--- src/rtl/assert_macros.svh ---
// ----------------------------------------------------------------------------
// Assertion macros
// Shared immediate-implication and next-cycle property wrappers.
// ----------------------------------------------------------------------------
`ifndef ASSERT_MACROS_SVH
`define ASSERT_MACROS_SVH

`ifndef SYNTHESIS

`define ASSERT_IMPLY(lbl, clk, rst, ante, cons, msg) \
   lbl: assert property (@(posedge clk) disable iff (rst) (ante) |-> (cons)) \
      else $error(msg);

`define ASSERT_NEXT(lbl, clk, rst, ante, cons, msg) \
   lbl: assert property (@(posedge clk) disable iff (rst) (ante) |=> (cons)) \
      else $error(msg);

`else

`define ASSERT_IMPLY(lbl, clk, rst, ante, cons, msg)

`define ASSERT_NEXT(lbl, clk, rst, ante, cons, msg)

`endif

`endif

--- src/rtl/lwps_pkg.sv ---
// ----------------------------------------------------------------------------
// lwps_pkg
// Types and constants shared by the LCD window pixel streamer.
// ----------------------------------------------------------------------------
`timescale 1ns / 1ps

package lwps_pkg;

   localparam int PANEL_WIDTH  = 480;
   localparam int PANEL_HEIGHT = 320;

   localparam int COORD_W = 9;
   localparam int INDEX_W = 25;

   // job queue between front and back
   localparam int QDEPTH = 4;
   localparam int QPTR_W = $clog2(QDEPTH);
   localparam int QCNT_W = QPTR_W + 1;

   // configuration port
   localparam int CSR_INDEX_W = 2;
   localparam int CSR_DATA_W  = 9;
   localparam logic [CSR_INDEX_W-1:0] CSR_DISPLAY_READY = 2'd0;
   localparam logic [CSR_INDEX_W-1:0] CSR_OFFSET_X      = 2'd1;
   localparam logic [CSR_INDEX_W-1:0] CSR_OFFSET_Y      = 2'd2;

   // panel commands
   localparam logic [7:0] CMD_COLUMN_SET   = 8'h2A;
   localparam logic [7:0] CMD_ROW_SET      = 8'h2B;
   localparam logic [7:0] CMD_MEMORY_WRITE = 8'h2C;

   typedef enum logic {
      REQ_RECT  = 1'b0,
      REQ_PIXEL = 1'b1
   } req_kind_type;

   typedef enum logic {
      JOB_WINDOW = 1'b0,
      JOB_PIXEL  = 1'b1
   } job_kind_type;

   typedef struct packed {
      logic               req_type;
      logic signed [15:0] rect_x;
      logic signed [15:0] rect_y;
      logic signed [15:0] rect_w;
      logic signed [15:0] rect_h;
      logic [15:0]        stride;
      logic [15:0]        pixel;
   } req_item_type;

   typedef struct packed {
      logic [7:0]         out_byte;
      logic               dc;
      logic [INDEX_W-1:0] source_index;
      logic               last;
      logic               window_done;
   } rsp_item_type;

   // one unit of work for the back end: a window header or one pixel
   typedef struct packed {
      job_kind_type       kind;
      logic [15:0]        pixel;
      logic [INDEX_W-1:0] index;
      logic               done;
      logic [COORD_W:0]   col_start;
      logic [COORD_W:0]   col_end;
      logic [COORD_W:0]   row_start;
      logic [COORD_W:0]   row_end;
   } job_type;

endpackage

--- src/rtl/lwps_front.sv ---
// ----------------------------------------------------------------------------
// lwps_front
// Accepts requests, clips windows, walks the raster and queues jobs.
// ----------------------------------------------------------------------------
`timescale 1ns / 1ps

module lwps_front (
   input  logic                                clock,
   input  logic                                reset,
   input  logic                                req_push,
   output logic                                req_full,
   input  lwps_pkg::req_item_type              req_data,
   input  logic                                csr_wr_en,
   input  logic [lwps_pkg::CSR_INDEX_W-1:0]    csr_index,
   input  logic [lwps_pkg::CSR_DATA_W-1:0]     csr_wdata,
   input  logic [lwps_pkg::QCNT_W-1:0]         q_count,
   output logic                                q_wr_en,
   output lwps_pkg::job_type                   q_wr_data
);
   import lwps_pkg::*;

   localparam logic signed [16:0] X_LIMIT = 17'(PANEL_WIDTH);
   localparam logic signed [16:0] Y_LIMIT = 17'(PANEL_HEIGHT);
   localparam logic [QCNT_W:0]    Q_LIMIT = (QCNT_W+1)'(QDEPTH);

   // configuration
   logic               display_ready_ff;
   logic [COORD_W-1:0] offset_x_ff;
   logic [COORD_W-1:0] offset_y_ff;

   // stage 1: captured item with corner sums
   logic               s1_valid_ff, s1_valid_in;
   logic               s1_kind_ff;
   logic [14:0]        s1_x0_ff, s1_y0_ff;
   logic signed [16:0] s1_x1_ff, s1_y1_ff;
   logic               s1_size_ok_ff;
   logic [15:0]        s1_stride_ff;
   logic [15:0]        s1_pixel_ff;

   // window walk state
   logic               window_open_ff, window_open_in;
   logic [COORD_W-1:0] window_left_ff, window_left_in;
   logic [COORD_W-1:0] window_right_ff, window_right_in;
   logic [COORD_W-1:0] window_bottom_ff, window_bottom_in;
   logic [COORD_W-1:0] current_column_ff, current_column_in;
   logic [COORD_W-1:0] current_row_ff, current_row_in;
   logic [INDEX_W-1:0] row_base_ff, row_base_in;
   logic [15:0]        held_stride_ff, held_stride_in;

   logic               accept;
   logic [QCNT_W:0]    pending;
   logic signed [16:0] x_sum, y_sum;
   logic signed [16:0] x0_ext, y0_ext;
   logic               win_ok;
   logic [INDEX_W-1:0] base_prod;
   logic [INDEX_W-1:0] pix_index;
   logic               at_right, at_bottom;
   logic [COORD_W-1:0] right_in, bottom_in;

   // credit check: every item in flight may still need a queue slot
   assign pending  = {1'b0, q_count} + {{QCNT_W{1'b0}}, s1_valid_ff};
   assign req_full = (pending >= Q_LIMIT);
   assign accept   = req_push && !req_full;

   assign x_sum = $signed({req_data.rect_x[15], req_data.rect_x})
                + $signed({req_data.rect_w[15], req_data.rect_w});
   assign y_sum = $signed({req_data.rect_y[15], req_data.rect_y})
                + $signed({req_data.rect_h[15], req_data.rect_h});

   assign s1_valid_in = accept;

   always_ff @(posedge clock) begin
      if (reset) begin
         s1_valid_ff <= 1'b0;
      end else begin
         s1_valid_ff <= s1_valid_in;
      end
      if (accept) begin
         s1_kind_ff    <= req_data.req_type;
         s1_x0_ff      <= req_data.rect_x[15] ? 15'd0 : req_data.rect_x[14:0];
         s1_y0_ff      <= req_data.rect_y[15] ? 15'd0 : req_data.rect_y[14:0];
         s1_x1_ff      <= (x_sum < X_LIMIT) ? x_sum : X_LIMIT;
         s1_y1_ff      <= (y_sum < Y_LIMIT) ? y_sum : Y_LIMIT;
         s1_size_ok_ff <= !req_data.rect_w[15] && (req_data.rect_w != 16'sd0) &&
                          !req_data.rect_h[15] && (req_data.rect_h != 16'sd0);
         s1_stride_ff  <= req_data.stride;
         s1_pixel_ff   <= req_data.pixel;
      end
   end

   // stage 2: window decision and raster walk
   assign x0_ext = $signed({2'b00, s1_x0_ff});
   assign y0_ext = $signed({2'b00, s1_y0_ff});
   assign win_ok = display_ready_ff && s1_size_ok_ff &&
                   (s1_x1_ff > x0_ext) && (s1_y1_ff > y0_ext);

   assign right_in  = s1_x1_ff[COORD_W-1:0] - COORD_W'(1);
   assign bottom_in = s1_y1_ff[COORD_W-1:0] - COORD_W'(1);
   assign base_prod = {16'd0, s1_y0_ff[COORD_W-1:0]} * {9'd0, s1_stride_ff};

   assign pix_index = row_base_ff + {16'd0, current_column_ff};
   assign at_right  = (current_column_ff == window_right_ff);
   assign at_bottom = (current_row_ff == window_bottom_ff);

   always_comb begin
      window_open_in    = window_open_ff;
      window_left_in    = window_left_ff;
      window_right_in   = window_right_ff;
      window_bottom_in  = window_bottom_ff;
      current_column_in = current_column_ff;
      current_row_in    = current_row_ff;
      row_base_in       = row_base_ff;
      held_stride_in    = held_stride_ff;
      q_wr_en           = 1'b0;

      q_wr_data.kind      = JOB_PIXEL;
      q_wr_data.pixel     = s1_pixel_ff;
      q_wr_data.index     = pix_index;
      q_wr_data.done      = at_right && at_bottom;
      q_wr_data.col_start = {1'b0, s1_x0_ff[COORD_W-1:0]} + {1'b0, offset_x_ff};
      q_wr_data.col_end   = {1'b0, right_in} + {1'b0, offset_x_ff};
      q_wr_data.row_start = {1'b0, s1_y0_ff[COORD_W-1:0]} + {1'b0, offset_y_ff};
      q_wr_data.row_end   = {1'b0, bottom_in} + {1'b0, offset_y_ff};

      if (s1_valid_ff) begin
         if (s1_kind_ff == REQ_RECT) begin
            // a rectangle request closes the open window first
            q_wr_data.kind = JOB_WINDOW;
            window_open_in = win_ok;
            q_wr_en        = win_ok;
            if (win_ok) begin
               window_left_in    = s1_x0_ff[COORD_W-1:0];
               window_right_in   = right_in;
               window_bottom_in  = bottom_in;
               current_column_in = s1_x0_ff[COORD_W-1:0];
               current_row_in    = s1_y0_ff[COORD_W-1:0];
               row_base_in       = base_prod;
               held_stride_in    = s1_stride_ff;
            end
         end else if (window_open_ff) begin
            q_wr_en = 1'b1;
            if (at_right) begin
               current_column_in = window_left_ff;
               if (at_bottom) begin
                  window_open_in = 1'b0;
               end else begin
                  current_row_in = current_row_ff + COORD_W'(1);
                  row_base_in    = row_base_ff + {9'd0, held_stride_ff};
               end
            end else begin
               current_column_in = current_column_ff + COORD_W'(1);
            end
         end
      end
   end

   always_ff @(posedge clock) begin
      if (reset) begin
         window_open_ff <= 1'b0;
      end else begin
         window_open_ff <= window_open_in;
      end
      window_left_ff    <= window_left_in;
      window_right_ff   <= window_right_in;
      window_bottom_ff  <= window_bottom_in;
      current_column_ff <= current_column_in;
      current_row_ff    <= current_row_in;
      row_base_ff       <= row_base_in;
      held_stride_ff    <= held_stride_in;
   end

   always_ff @(posedge clock) begin
      if (reset) begin
         display_ready_ff <= 1'b0;
         offset_x_ff      <= '0;
         offset_y_ff      <= '0;
      end else if (csr_wr_en) begin
         case (csr_index)
            CSR_DISPLAY_READY: display_ready_ff <= csr_wdata[0];
            CSR_OFFSET_X:      offset_x_ff      <= csr_wdata;
            CSR_OFFSET_Y:      offset_y_ff      <= csr_wdata;
            default: begin
            end
         endcase
      end
   end

endmodule

--- src/rtl/lwps_queue.sv ---
// ----------------------------------------------------------------------------
// lwps_queue
// Short job queue decoupling the front end from the byte sequencer.
// ----------------------------------------------------------------------------
`timescale 1ns / 1ps

module lwps_queue (
   input  logic                        clock,
   input  logic                        reset,
   input  logic                        wr_en,
   input  lwps_pkg::job_type           wr_data,
   input  logic                        rd_en,
   output lwps_pkg::job_type           head,
   output logic                        empty,
   output logic [lwps_pkg::QCNT_W-1:0] count
);
   import lwps_pkg::*;

   job_type            mem_ff [QDEPTH];
   logic [QPTR_W-1:0]  wr_ptr_ff, wr_ptr_in;
   logic [QPTR_W-1:0]  rd_ptr_ff, rd_ptr_in;
   logic [QCNT_W-1:0]  count_ff, count_in;

   assign head  = mem_ff[rd_ptr_ff];
   assign empty = (count_ff == '0);
   assign count = count_ff;

   always_comb begin
      wr_ptr_in = wr_ptr_ff + QPTR_W'(wr_en);
      rd_ptr_in = rd_ptr_ff + QPTR_W'(rd_en);
      count_in  = count_ff + QCNT_W'(wr_en) - QCNT_W'(rd_en);
   end

   always_ff @(posedge clock) begin
      if (reset) begin
         wr_ptr_ff <= '0;
         rd_ptr_ff <= '0;
         count_ff  <= '0;
      end else begin
         wr_ptr_ff <= wr_ptr_in;
         rd_ptr_ff <= rd_ptr_in;
         count_ff  <= count_in;
      end
   end

   always_ff @(posedge clock) begin
      if (wr_en) begin
         mem_ff[wr_ptr_ff] <= wr_data;
      end
   end

endmodule

--- src/rtl/lwps_back.sv ---
// ----------------------------------------------------------------------------
// lwps_back
// Byte sequencer: expands queued jobs into link words, one per cycle unless the output word is held unpopped.
// ----------------------------------------------------------------------------
`timescale 1ns / 1ps

module lwps_back (
   input  logic                   clock,
   input  logic                   reset,
   input  lwps_pkg::job_type      q_head,
   input  logic                   q_empty,
   output logic                   q_rd_en,
   input  logic                   rsp_pop,
   output logic                   rsp_empty,
   output lwps_pkg::rsp_item_type rsp_data
);
   import lwps_pkg::*;

   // word slots of a window header
   localparam logic [3:0] SLOT_COL_CMD = 4'd0;
   localparam logic [3:0] SLOT_CS_HI   = 4'd1;
   localparam logic [3:0] SLOT_CS_LO   = 4'd2;
   localparam logic [3:0] SLOT_CE_HI   = 4'd3;
   localparam logic [3:0] SLOT_CE_LO   = 4'd4;
   localparam logic [3:0] SLOT_ROW_CMD = 4'd5;
   localparam logic [3:0] SLOT_RS_HI   = 4'd6;
   localparam logic [3:0] SLOT_RS_LO   = 4'd7;
   localparam logic [3:0] SLOT_RE_HI   = 4'd8;
   localparam logic [3:0] SLOT_RE_LO   = 4'd9;
   localparam logic [3:0] SLOT_MW_CMD  = 4'd10;
   // word slots of a pixel
   localparam logic [3:0] SLOT_RED     = 4'd0;
   localparam logic [3:0] SLOT_GREEN   = 4'd1;
   localparam logic [3:0] SLOT_BLUE    = 4'd2;

   logic         cur_valid_ff, cur_valid_in;
   job_type      cur_ff;
   logic [3:0]   slot_ff, slot_in;
   logic         rsp_valid_ff, rsp_valid_in;
   rsp_item_type rsp_ff;
   rsp_item_type word;

   logic out_free;
   logic emit;
   logic final_word;
   logic take;

   assign out_free   = !rsp_valid_ff || rsp_pop;
   assign emit       = cur_valid_ff && out_free;
   assign final_word = emit && (cur_ff.kind == JOB_PIXEL ? (slot_ff == SLOT_BLUE)
                                                         : (slot_ff == SLOT_MW_CMD));
   assign take       = (!cur_valid_ff || final_word) && !q_empty;
   assign q_rd_en    = take;

   always_comb begin
      word.out_byte     = 8'h00;
      word.dc           = 1'b1;
      word.source_index = '0;
      word.last         = 1'b0;
      word.window_done  = 1'b0;
      if (cur_ff.kind == JOB_PIXEL) begin
         word.source_index = cur_ff.index;
         case (slot_ff)
            SLOT_RED:   word.out_byte = {cur_ff.pixel[15:11], 3'b000};
            SLOT_GREEN: word.out_byte = {cur_ff.pixel[10:5], 2'b00};
            SLOT_BLUE: begin
               word.out_byte    = {cur_ff.pixel[4:0], 3'b000};
               word.last        = 1'b1;
               word.window_done = cur_ff.done;
            end
            default: word.out_byte = 8'h00;
         endcase
      end else begin
         case (slot_ff)
            SLOT_COL_CMD: begin
               word.out_byte = CMD_COLUMN_SET;
               word.dc       = 1'b0;
            end
            SLOT_CS_HI:   word.out_byte = {6'd0, cur_ff.col_start[COORD_W:8]};
            SLOT_CS_LO:   word.out_byte = cur_ff.col_start[7:0];
            SLOT_CE_HI:   word.out_byte = {6'd0, cur_ff.col_end[COORD_W:8]};
            SLOT_CE_LO:   word.out_byte = cur_ff.col_end[7:0];
            SLOT_ROW_CMD: begin
               word.out_byte = CMD_ROW_SET;
               word.dc       = 1'b0;
            end
            SLOT_RS_HI:   word.out_byte = {6'd0, cur_ff.row_start[COORD_W:8]};
            SLOT_RS_LO:   word.out_byte = cur_ff.row_start[7:0];
            SLOT_RE_HI:   word.out_byte = {6'd0, cur_ff.row_end[COORD_W:8]};
            SLOT_RE_LO:   word.out_byte = cur_ff.row_end[7:0];
            SLOT_MW_CMD: begin
               word.out_byte = CMD_MEMORY_WRITE;
               word.dc       = 1'b0;
               word.last     = 1'b1;
            end
            default:      word.out_byte = 8'h00;
         endcase
      end
   end

   always_comb begin
      cur_valid_in = cur_valid_ff;
      slot_in      = slot_ff;
      if (take) begin
         cur_valid_in = 1'b1;
         slot_in      = '0;
      end else if (final_word) begin
         cur_valid_in = 1'b0;
      end else if (emit) begin
         slot_in = slot_ff + 4'd1;
      end

      rsp_valid_in = rsp_valid_ff;
      if (emit) begin
         rsp_valid_in = 1'b1;
      end else if (rsp_pop) begin
         rsp_valid_in = 1'b0;
      end
   end

   always_ff @(posedge clock) begin
      if (reset) begin
         cur_valid_ff <= 1'b0;
         slot_ff      <= '0;
         rsp_valid_ff <= 1'b0;
      end else begin
         cur_valid_ff <= cur_valid_in;
         slot_ff      <= slot_in;
         rsp_valid_ff <= rsp_valid_in;
      end
      if (take) begin
         cur_ff <= q_head;
      end
      if (emit) begin
         rsp_ff <= word;
      end
   end

   assign rsp_empty = !rsp_valid_ff;
   assign rsp_data  = rsp_ff;

endmodule

--- src/rtl/lcd_window_pixel_streamer.sv ---
// Path: an accepted word is registered in stage 1, queued as a job, loaded into
//   the back end, then registered as an output word. One output word per cycle
//   while popped, from a single output register; a window request gives 11 words, a pixel 3.
// Rejected requests and dropped pixels pass through front stage 1 and queue no job.
// Reset is synchronous, active high: clears control registers, queue and open window.
// ----------------------------------------------------------------------------
// lcd_window_pixel_streamer
// SPI LCD window/pixel byte engine: clips a rectangle, emits the address-set
// header, then widens each RGB565 pixel of the window into three RGB666 bytes.
// ----------------------------------------------------------------------------
`timescale 1ns / 1ps
`include "assert_macros.svh"

module lcd_window_pixel_streamer (
   input  logic                             clock,
   input  logic                             reset,
   // request side
   input  logic                             req_push,
   output logic                             req_full,
   input  lwps_pkg::req_item_type           req_data,
   // result side
   output logic                             rsp_empty,
   input  logic                             rsp_pop,
   output lwps_pkg::rsp_item_type           rsp_data,
   // register writes
   input  logic                             csr_wr_en,
   input  logic [lwps_pkg::CSR_INDEX_W-1:0] csr_index,
   input  logic [lwps_pkg::CSR_DATA_W-1:0]  csr_wdata
);
   import lwps_pkg::*;

   // Front: two-stage pipe. Stage 1 registers the word and the clip sums
   // (corner + size, clamped to the panel edge). Stage 2 decides whether the
   // window is live, takes y0*stride as the first row base, and walks the
   // raster for pixel words, pushing one job per emitting word into the queue.
   // The front only accepts when the queue has a slot for every word in flight.
   logic              q_wr_en;
   job_type           q_wr_data;
   logic              q_rd_en;
   job_type           q_head;
   logic              q_empty;
   logic [QCNT_W-1:0] q_count;

   lwps_front u_front (
      .clock     (clock),
      .reset     (reset),
      .req_push  (req_push),
      .req_full  (req_full),
      .req_data  (req_data),
      .csr_wr_en (csr_wr_en),
      .csr_index (csr_index),
      .csr_wdata (csr_wdata),
      .q_count   (q_count),
      .q_wr_en   (q_wr_en),
      .q_wr_data (q_wr_data)
   );

   // Job queue: lets the front run ahead while the back drains bytes.
   lwps_queue u_queue (
      .clock   (clock),
      .reset   (reset),
      .wr_en   (q_wr_en),
      .wr_data (q_wr_data),
      .rd_en   (q_rd_en),
      .head    (q_head),
      .empty   (q_empty),
      .count   (q_count)
   );

   // Back: holds one job and steps a slot counter through its words; the next
   // job is loaded on the final word so consecutive jobs run without a gap.
   lwps_back u_back (
      .clock     (clock),
      .reset     (reset),
      .q_head    (q_head),
      .q_empty   (q_empty),
      .q_rd_en   (q_rd_en),
      .rsp_pop   (rsp_pop),
      .rsp_empty (rsp_empty),
      .rsp_data  (rsp_data)
   );

   // credit check must keep the queue from overrunning
   `ASSERT_IMPLY(a_queue_room, clock, reset, q_wr_en, q_count < QCNT_W'(QDEPTH), "job queue overrun")
   // back end never reads a job that is not there
   `ASSERT_IMPLY(a_queue_read, clock, reset, q_rd_en, !q_empty, "job read from empty queue")
   // a written job is visible in the queue on the next cycle
   `ASSERT_NEXT(a_queue_fill, clock, reset, q_wr_en, !q_empty, "queue lost a written job")
   // window completion only ever marks the last data word of a pixel
   `ASSERT_IMPLY(a_done_last, clock, reset, !rsp_empty && rsp_data.window_done, rsp_data.last && rsp_data.dc, "window_done off a pixel's last word")

endmodule

--- config.mk ---
export PLATFORM = sky130hd
export DESIGN_NAME = lcd_window_pixel_streamer
export DESIGN_NICKNAME = d
export VERILOG_FILES = /design/src/rtl/lwps_pkg.sv /design/src/rtl/lwps_front.sv /design/src/rtl/lwps_queue.sv /design/src/rtl/lwps_back.sv /design/src/rtl/lcd_window_pixel_streamer.sv
export VERILOG_INCLUDE_DIRS = /design/src /design/src/rtl
export SDC_FILE = /design/constraint.sdc
export NUM_CORES = 1
export LEC_CHECK = 0
export BUFFER_PORTS_ARGS = -buffer_cell sky130_fd_sc_hd__clkbuf_2
export CELL_PAD_IN_SITES_DETAIL_PLACEMENT = 1
export CELL_PAD_IN_SITES_GLOBAL_PLACEMENT = 2
export CORE_UTILIZATION = 40
export CTS_CLUSTER_SIZE = 12
export DETAILED_ROUTE_END_ITERATION = 8
export GPL_TIMING_DRIVEN = 0
export PLACE_DENSITY = 0.84
export RECOVER_POWER = 50
export SYNTH_ARGS = -nofsm -noshare
export SYNTH_HDL_FRONTEND = slang
export SYNTH_SLANG_ARGS = --single-unit
--- constraint.sdc ---
create_clock -name clock -period 16.42 [get_ports clock]
set_input_delay 0.821 -clock clock [delete_from_list [all_inputs] [get_ports clock]]
set_output_delay 0.821 -clock clock [all_outputs]
set_load 0.05 [all_outputs]
==> flow_metrics.tcl, run 1 <==
set metrics [dict create \
    drtAntennaViolNets 0 \
    drtIter0Drc 1251 \
    crit_path_end "u_front.s1_stride_ff[7]" \
    fmaxAchievable_ghz 0.145 \
    crit_start "u_front.s1_valid_ff" \
    cap_viol_max_count 4 \
    setup_viol 0 \
    period_minus_slack_ns 6.88 \
    crit_top_cell "clkbuf_1" \
    antenna_cells 0 \
    die_y_microns 295 \
    grt_pass1_vias 23000 \
    syn_area_sq_um 34300 \
    r2r-end "u_front.s1_stride_ff[7]" \
    cts.sinks 669 \
    slew-limit-headroom -0.248 \
    post_drt_via_cell_ratio 5.29 \
    netlist.area_leader.share 0.556 \
    io_pins 151 \
    postRouteWirelength_mm 89.2 \
    syn-mean-instance-area_sq_um 13.7 \
    hold_depth 1 \
    tightest_slew_ns 1.87 \
    cts-resized-gates 0 \
    grt_pass1_wl_mm 137 \
    cts_buffer_depth 3 \
    outcome "finished, violations left" \
    hpwl_mm 67.8 \
    ys.flop_type "edfxtp_1" \
    die_w_microns 295 \
    synth_seq_cells 669 \
    yosys_warnings 0 \
    required_ns 16.63 \
    htreeDepth 3 \
    critPathMaxFanout 34 \
    grt_util_all_layers 0.208 \
    syn_to_final_growth_pct 14.9 \
    wl_per_cell_microns 22.5 \
    drive_gt1_frac 0.124 \
    async_reset_ff_frac 0 \
    cp_cell_sequence "nand4_1, o21ai_0, a21oi_1, nor2b_1, clkbuf_1, clkbuf_1, clkbuf_1" \
    num_rows 107 \
    synthTopCellsByArea "edfxtp_1 (56%), ha_1 (6.6%), fa_1 (6.3%), mux4_2 (5.4%), inv_1 (2.5%)" \
    clkTransAtPathRegs_ns 0.06 \
    yosysMostFrequentCell "edfxtp_1" \
    leakagePower_nw 14.9 \
    dieArea_sq_um 87000 \
    crit_path_start_kind "register" \
    synth_enable_flop_cells 635 \
    synth-seq-area-share 0.575 \
    holdCritStartpoint "req_data[96]" \
    clock_latency_ns 0.64 \
    rsz0062_at_grt "no" \
    synth_nets 2898 \
    nets 3167 \
    skew_ns 0.0276 \
    synth_top_cell_by_area "edfxtp_1" \
    r2r_slack_ns 9.54 \
    final_cell_area_sq_um 39400 \
    synth_top_cells_by_count "edfxtp_1 (635), inv_1 (225), ha_1 (181)" \
    cp_slowest_cell "clkbuf_1" \
    gp_congestion 0.879 \
    synth_cells 2496 \
    cts_root_buf "clkbuf_16" \
    worst_hold_path_type "in -> reg" \
    slowest_delay_ns 1.42 \
    cts_made_buffers 77 \
    initial_core_util 0.404 \
    grt_max_degree 35 \
    reg2reg_from "u_front.s1_valid_ff" \
    coreArea_sq_um 85000 \
    finalNonFillerCells 3966 \
    grt_overflow 0 \
    postCtsHoldBufs 0 \
    hold_violations 0 \
    cts_setup_buffers 0 \
    vias 21000 \
    cts_tree "done" \
    post-route-period-util 0.419 \
    yosysUniqueCellTypes 69 \
    portBuffers 150 \
    post-place-cells 3830 \
    power_density_nw_per_um2 165 \
    drc 0 \
    grt_antenna_before_repair 8 \
    finish.utilization 0.464 \
    placedInstanceArea_sq_um 37100 \
    cp-end-kind "register" \
    slew_viol_final 106 \
    r2r_cells 7 \
    drt_pass1_iterations 5 \
    path_class "reg -> reg" \
    violations "capacitance limit, slew limit" \
    vdd_drop_max_mv 0.140 \
    arrival_ns 7.09 \
]
==> worst max-delay path: cells and delay by family (launching register included) <==
| family | cells | cell delay (ns) |
|---|---|---|
| AND/OR/NAND/NOR | 2 | 1.52 |
| flip-flops | 1 | 0.55 |
| AO/OA/AOI/OAI | 2 | 0.26 |
| buffers and inverters | 3 | 4.02 |
==> cells in the final DEF (no fill, tap or decap), types with 11 or more instances in the layout <==
master     Yosys  routed
xnor2_1       96      96
and2_1       114      91
clkinv_2       0      12
nand3_1       24      24
clkinv_1       1      12
nor2b_1       57      57
nand4_1       17      17
a21o_1        45      45
clkbuf_16      0      78
o21bai_1      17      17
clkbuf_2       0     102
nor4_1        18      18
o21ai_0       69      69
mux2i_1       29      29
nor3_1        35      34
edfxtp_1     635     635
and3_1        11      11
mux4_2        83      83
o211ai_1      12      12
nand2b_1      13      13
dfxtp_1       34      34
and2_0         0      23
nor2_1       133     131
xor2_1        67      67
clkbuf_1      55     134
a21oi_1      115     116
buf_6          0      20
ha_1         181     181
fa_1         108     108
inv_1        225     225
nand2_1      142     142
a211oi_1      12      12
==> where the power goes <==
part	internal (mW)	total [mW]	switching [mW]
Clock	0.956	1.66	0.707
Combinational	0.938	2.53	1.59
Sequential	2.21	2.34	0.125
==> through the flow <==
step	hold slack, ns	TNS, ns	total power [mW]	setup WS, ns
after floorplan	0.424	0	4.10	4.75
after detailed placement	0.485	0	4.92	9.82
after global routing	0.328	0	6.93	8.94
after global placement	0.470	-710.51	4.81	-3.15
final	0.355	0	6.53	9.54
after CTS	0.319	0	6.62	9.81
==> worst min path at each step <==
stage | to | slack [ns]
after floorplan | u_front.held_stride_ff[13] | 0.42
after global placement | u_front.window_open_ff | 0.47
after detailed placement | u_queue.mem_ff[2][71] | 0.49
after CTS | u_front.s1_kind_ff | 0.32
after global routing | u_front.s1_kind_ff | 0.33
final | u_front.s1_kind_ff | 0.35
==> state kept, by name, indices dropped and copies added (netlist names), 2 cells and up <==
| name | count |
|---|---|
| u_queue.mem_ff | 332 |
| u_back.cur_ff | 83 |
| u_back.rsp_data | 36 |
| u_front.row_base_ff | 25 |
| u_front.s1_x1_ff | 17 |
| u_front.s1_y1_ff | 17 |
| u_front.held_stride_ff | 16 |
| u_front.s1_pixel_ff | 16 |
| u_front.s1_stride_ff | 16 |
| u_front.s1_x0_ff | 15 |
| u_front.s1_y0_ff | 15 |
| u_front.current_column_ff | 9 |
| u_front.current_row_ff | 9 |
| u_front.offset_x_ff | 9 |
| u_front.offset_y_ff | 9 |
| u_front.window_bottom_ff | 9 |
| u_front.window_left_ff | 9 |
| u_front.window_right_ff | 9 |
| u_back.slot_ff | 4 |
| u_queue.count | 3 |
| u_queue.rd_ptr_ff | 2 |
| u_queue.wr_ptr_ff | 2 |
==> metal layers <==
layer | routed length (microns) | part of all wire | global-route usage | up-vias
li1 | - | - | - | 9632
met1 | 38500 | 0.43 | 0.267 | 10800
met2 | 44700 | 0.50 | 0.363 | 420
met3 | 3840 | 0.043 | 0.0359 | 153
met4 | 2030 | 0.023 | 0.0512 | 14
met5 | 88 | 0.00099 | 0 | -
==> cells by family (layout without fill, tap and decap cells) <==
family / count (synthesis) / in the layout / synth area share
fa+ha+maj: 289 / 289 / 0.129
compound gates: 363 / 363 / 0.0693
simple gates: 600 / 600 / 0.0882
xor+xnor: 163 / 163 / 0.0416
mux: 115 / 115 / 0.0639
buf+inv: 297 / 623 / 0.0325
flops: 669 / 669 / 0.575
==> layout make-up <==
class	count	area (sq um)
Buffer	71	267
Clock buffer	99	2050
Clock inverter	37	399
Fill cell	8695	45600
Inverter	226	848
Multi-Input combinational cell	1530	13500
Sequential cell	669	19700
Tap cell	1144	1430
Timing Repair Buffer	190	1190
No activity file was read; power rests on OpenSTA's default activity.
==> run 2: changes to the inputs <==
ABC_AREA = 1   (was default)
CORE_UTILIZATION = 37   (was 40)
PLACE_DENSITY = 0.87   (was 0.84)
clock period = 5.8 ns   (was 16.42 ns; I/O delays follow)
==> flow_metrics.tcl, run 2 <==
set metrics [dict create \
    outcome "finished, violations left" \
    violations "capacitance limit, slew limit" \
    hold_violations 0 \
    cts_root_buf "clkbuf_16" \
    cts_buffer_depth 3 \
    netlist.area_leader.share 0.529 \
    num_rows 114 \
    synth_top_cells_by_count "edfxtp_1 (635), nand2_1 (616), inv_1 (518)" \
    cp-end-kind "register" \
    leakagePower_nw 17.6 \
    finalNonFillerCells 5190 \
    synth_cells 3538 \
    coreArea_sq_um 96600 \
    mostFrequentLayoutCells "edfxtp_1 (635), nand2_1 (619), inv_1 (517), nor2_1 (366), o21ai_0 (274)" \
    portBuffers 150 \
    yosysUniqueCellTypes 53 \
    arrival_ns 5.91 \
    drive_gt1_frac 0.0769 \
    crit_path_start_kind "register" \
    syn_area_sq_um 36100 \
    gp_congestion 0.864 \
    sw_frac_of_total 0.410 \
    r2r_slack_ns 0.29 \
    p_comb_frac 0.419 \
    drc 0 \
    hpwl_mm 78.7 \
    cts_tree "done" \
    post-route-period-util 0.950 \
    cts_made_buffers 75 \
    power_frac_seq 0.345 \
    dieArea_sq_um 98700 \
    ys.flop_type "edfxtp_1" \
    synthTopCellsByArea "edfxtp_1 (53%), nand2_1 (6.4%), ha_1 (6.3%), fa_1 (6.0%), inv_1 (5.4%)" \
    synth_fa_ha_area_frac 0.123 \
    skew_ns 0.0257 \
    path_class "reg -> reg" \
    final_common_cell "edfxtp_1" \
    fmaxAchievable_ghz 0.182 \
    p_switching_mw 7.96 \
    setup_viol 0 \
    postRouteWirelength_mm 104 \
    yosys_warnings 0 \
    power_density_nw_per_um2 464 \
    drtIter0Drc 1571 \
    synth_mux_area_frac 0 \
    clkPwrFrac 0.236 \
    cap_viol_max_count 3 \
    top_register "u_queue.mem_ff" \
    preCtsSetupSlack_ns -0.389 \
    yosysMostFrequentCell "edfxtp_1" \
    async_reset_ff_frac 0 \
    grt_pass1_wl_mm 161 \
    post-place-cells 4985 \
    grt_overflow 0 \
    finish.utilization 0.433 \
    clkTransAtPathRegs_ns 0.06 \
    synth_nets 3940 \
    htreeDepth 3 \
    die_w_microns 314 \
    synth_top_cell_by_area "edfxtp_1" \
    nets 4260 \
    synthXorXnorAreaFrac 0.0270 \
    cts.sinks 669 \
    tightest_slew_ns 1.95 \
    synth_top_family_by_area "simple AND/OR/NAND/NOR gates" \
    grt_antenna_before_repair 0 \
    post_drt_via_cell_ratio 5.04 \
    drtAntennaViolNets 0 \
    syn_to_final_growth_pct 16.1 \
    slew-limit-headroom -0.301 \
    initial_core_util 0.373 \
    finalWorstSetupSlack_ns 0.290 \
    die_y_microns 314 \
    slew_viol_final 95 \
    wl_per_cell_microns 20.1 \
    critPathMaxFanout 10 \
    vdd_drop_max_mv 0.288 \
    clock_latency_ns 0.66 \
    grt_util_all_layers 0.212 \
    required_ns 6.20 \
    rsz0062_at_grt "no" \
    synth_enable_flop_cells 635 \
    antenna_cells 0 \
    grt_pass1_vias 28200 \
    power.internal_mw 11.5 \
    io_pins 151 \
    synth_seq_cells 669 \
    vias 26200 \
    syn-mean-instance-area_sq_um 10.2 \
    largest_reg_flops 332 \
    drt_pass1_iterations 7 \
    worst_hold_path_type "in -> reg" \
    period_minus_slack_ns 5.51 \
    synth-seq-area-share 0.548 \
    fillers 10800 \
    synth_simple_gate_area_frac 0.141 \
    grt_max_degree 49 \
    synth-compound-area-share 0.0938 \
]
run 2: final cells by class:
class | count | area, sq um | area share
clock buffers | 103 | 2010 | 0.0481
repair buffers | 244 | 1830 | 0.0437
plain buffers | 111 | 445 | 0.0106
well taps | 1276 | 1600 | 0.0381
flip-flops and latches | 669 | 19700 | 0.472
clock inverters | 30 | 348 | 0.00831
inverters | 530 | 1990 | 0.0476
multi-input cells | 2227 | 13900 | 0.332
run 2: repair_timing:
| action | 4_1_cts | 5_1_grt |
|---|---|---|
| hold endpoints to repair | 78 | 0 |
| hold buffers | 73 | 0 |
| gates resized for setup | 8 | 21 |
| setup endpoints to repair | 16 | 10 |
| buffers inserted | 0 | 0 |
run 2: final timing paths:
kind,depth (start not counted),to,start
min,3,u_front.s1_x0_ff[6],req_data[86]
max,21,u_front.row_base_ff[18],u_front.s1_y0_ff[1]
min reg2reg,0,u_front.held_stride_ff[11],u_front.s1_stride_ff[11]
max reg2reg,21,u_front.row_base_ff[18],u_front.s1_y0_ff[1]
run 2: layer usage:
layer / GRT usage / part of all wire
met4: 0.0594 / 0.023
met5: 0 / 0
met2: 0.384 / 0.51
met1: 0.268 / 0.43
met3: 0.0221 / 0.034
run 2: through the flow:
step	TNS (ns)	hold slack (ns)	power [mW]	area, sq um
CTS	0	0.00336	19.6	42000
finish	0	0.0195	19.4	41900
detailed placement	-3.33	0.451	14.9	38900
global placement	-1692.51	0.447	14.7	38400
global route	0	0.0136	20.8	41900
floorplan	-208.05	0.369	12.3	36100
run 2: power by group through the flow:
stage | sequential, mW | combinational (mW) | clock [mW]
after floorplan | 6.97 | 5.32 | 0
final | 6.69 | 8.14 | 4.58
after global placement | 6.84 | 7.84 | 0
after CTS | 6.70 | 8.27 | 4.67
after global routing | 6.75 | 9.25 | 4.81
after detailed placement | 6.79 | 8.14 | 0
run 2: cells by family (layout without fill, tap and decap cells):
| logic type | after synthesis | in the layout |
|---|---|---|
| and+or+nand+nor | 1227 | 1227 |
| DFF | 669 | 669 |
| buffers and inverters | 642 | 1018 |
| AOI/OAI and AO/OA | 604 | 604 |
| adders and majority gates | 289 | 289 |
| xor gates and xnor gates | 107 | 107 |
run 2: critical path: stages (launching register included):
cell and delay [ns]:
edfxtp_1 0.47, clkbuf_2 0.32, clkbuf_2 0.32, nand2_1 0.14
fa_1 0.53, inv_1 0.06, fa_1 0.50, inv_1 0.05
fa_1 0.46, fa_1 0.54, inv_1 0.04, ha_1 0.36
a21oi_1 0.22, nand2_1 0.18, a21boi_0 0.27, inv_1 0.11
nand2_1 0.07, nand2_1 0.11, a21oi_1 0.26, nand2_1 0.08
nand3_1 0.11, nand2_1 0.06
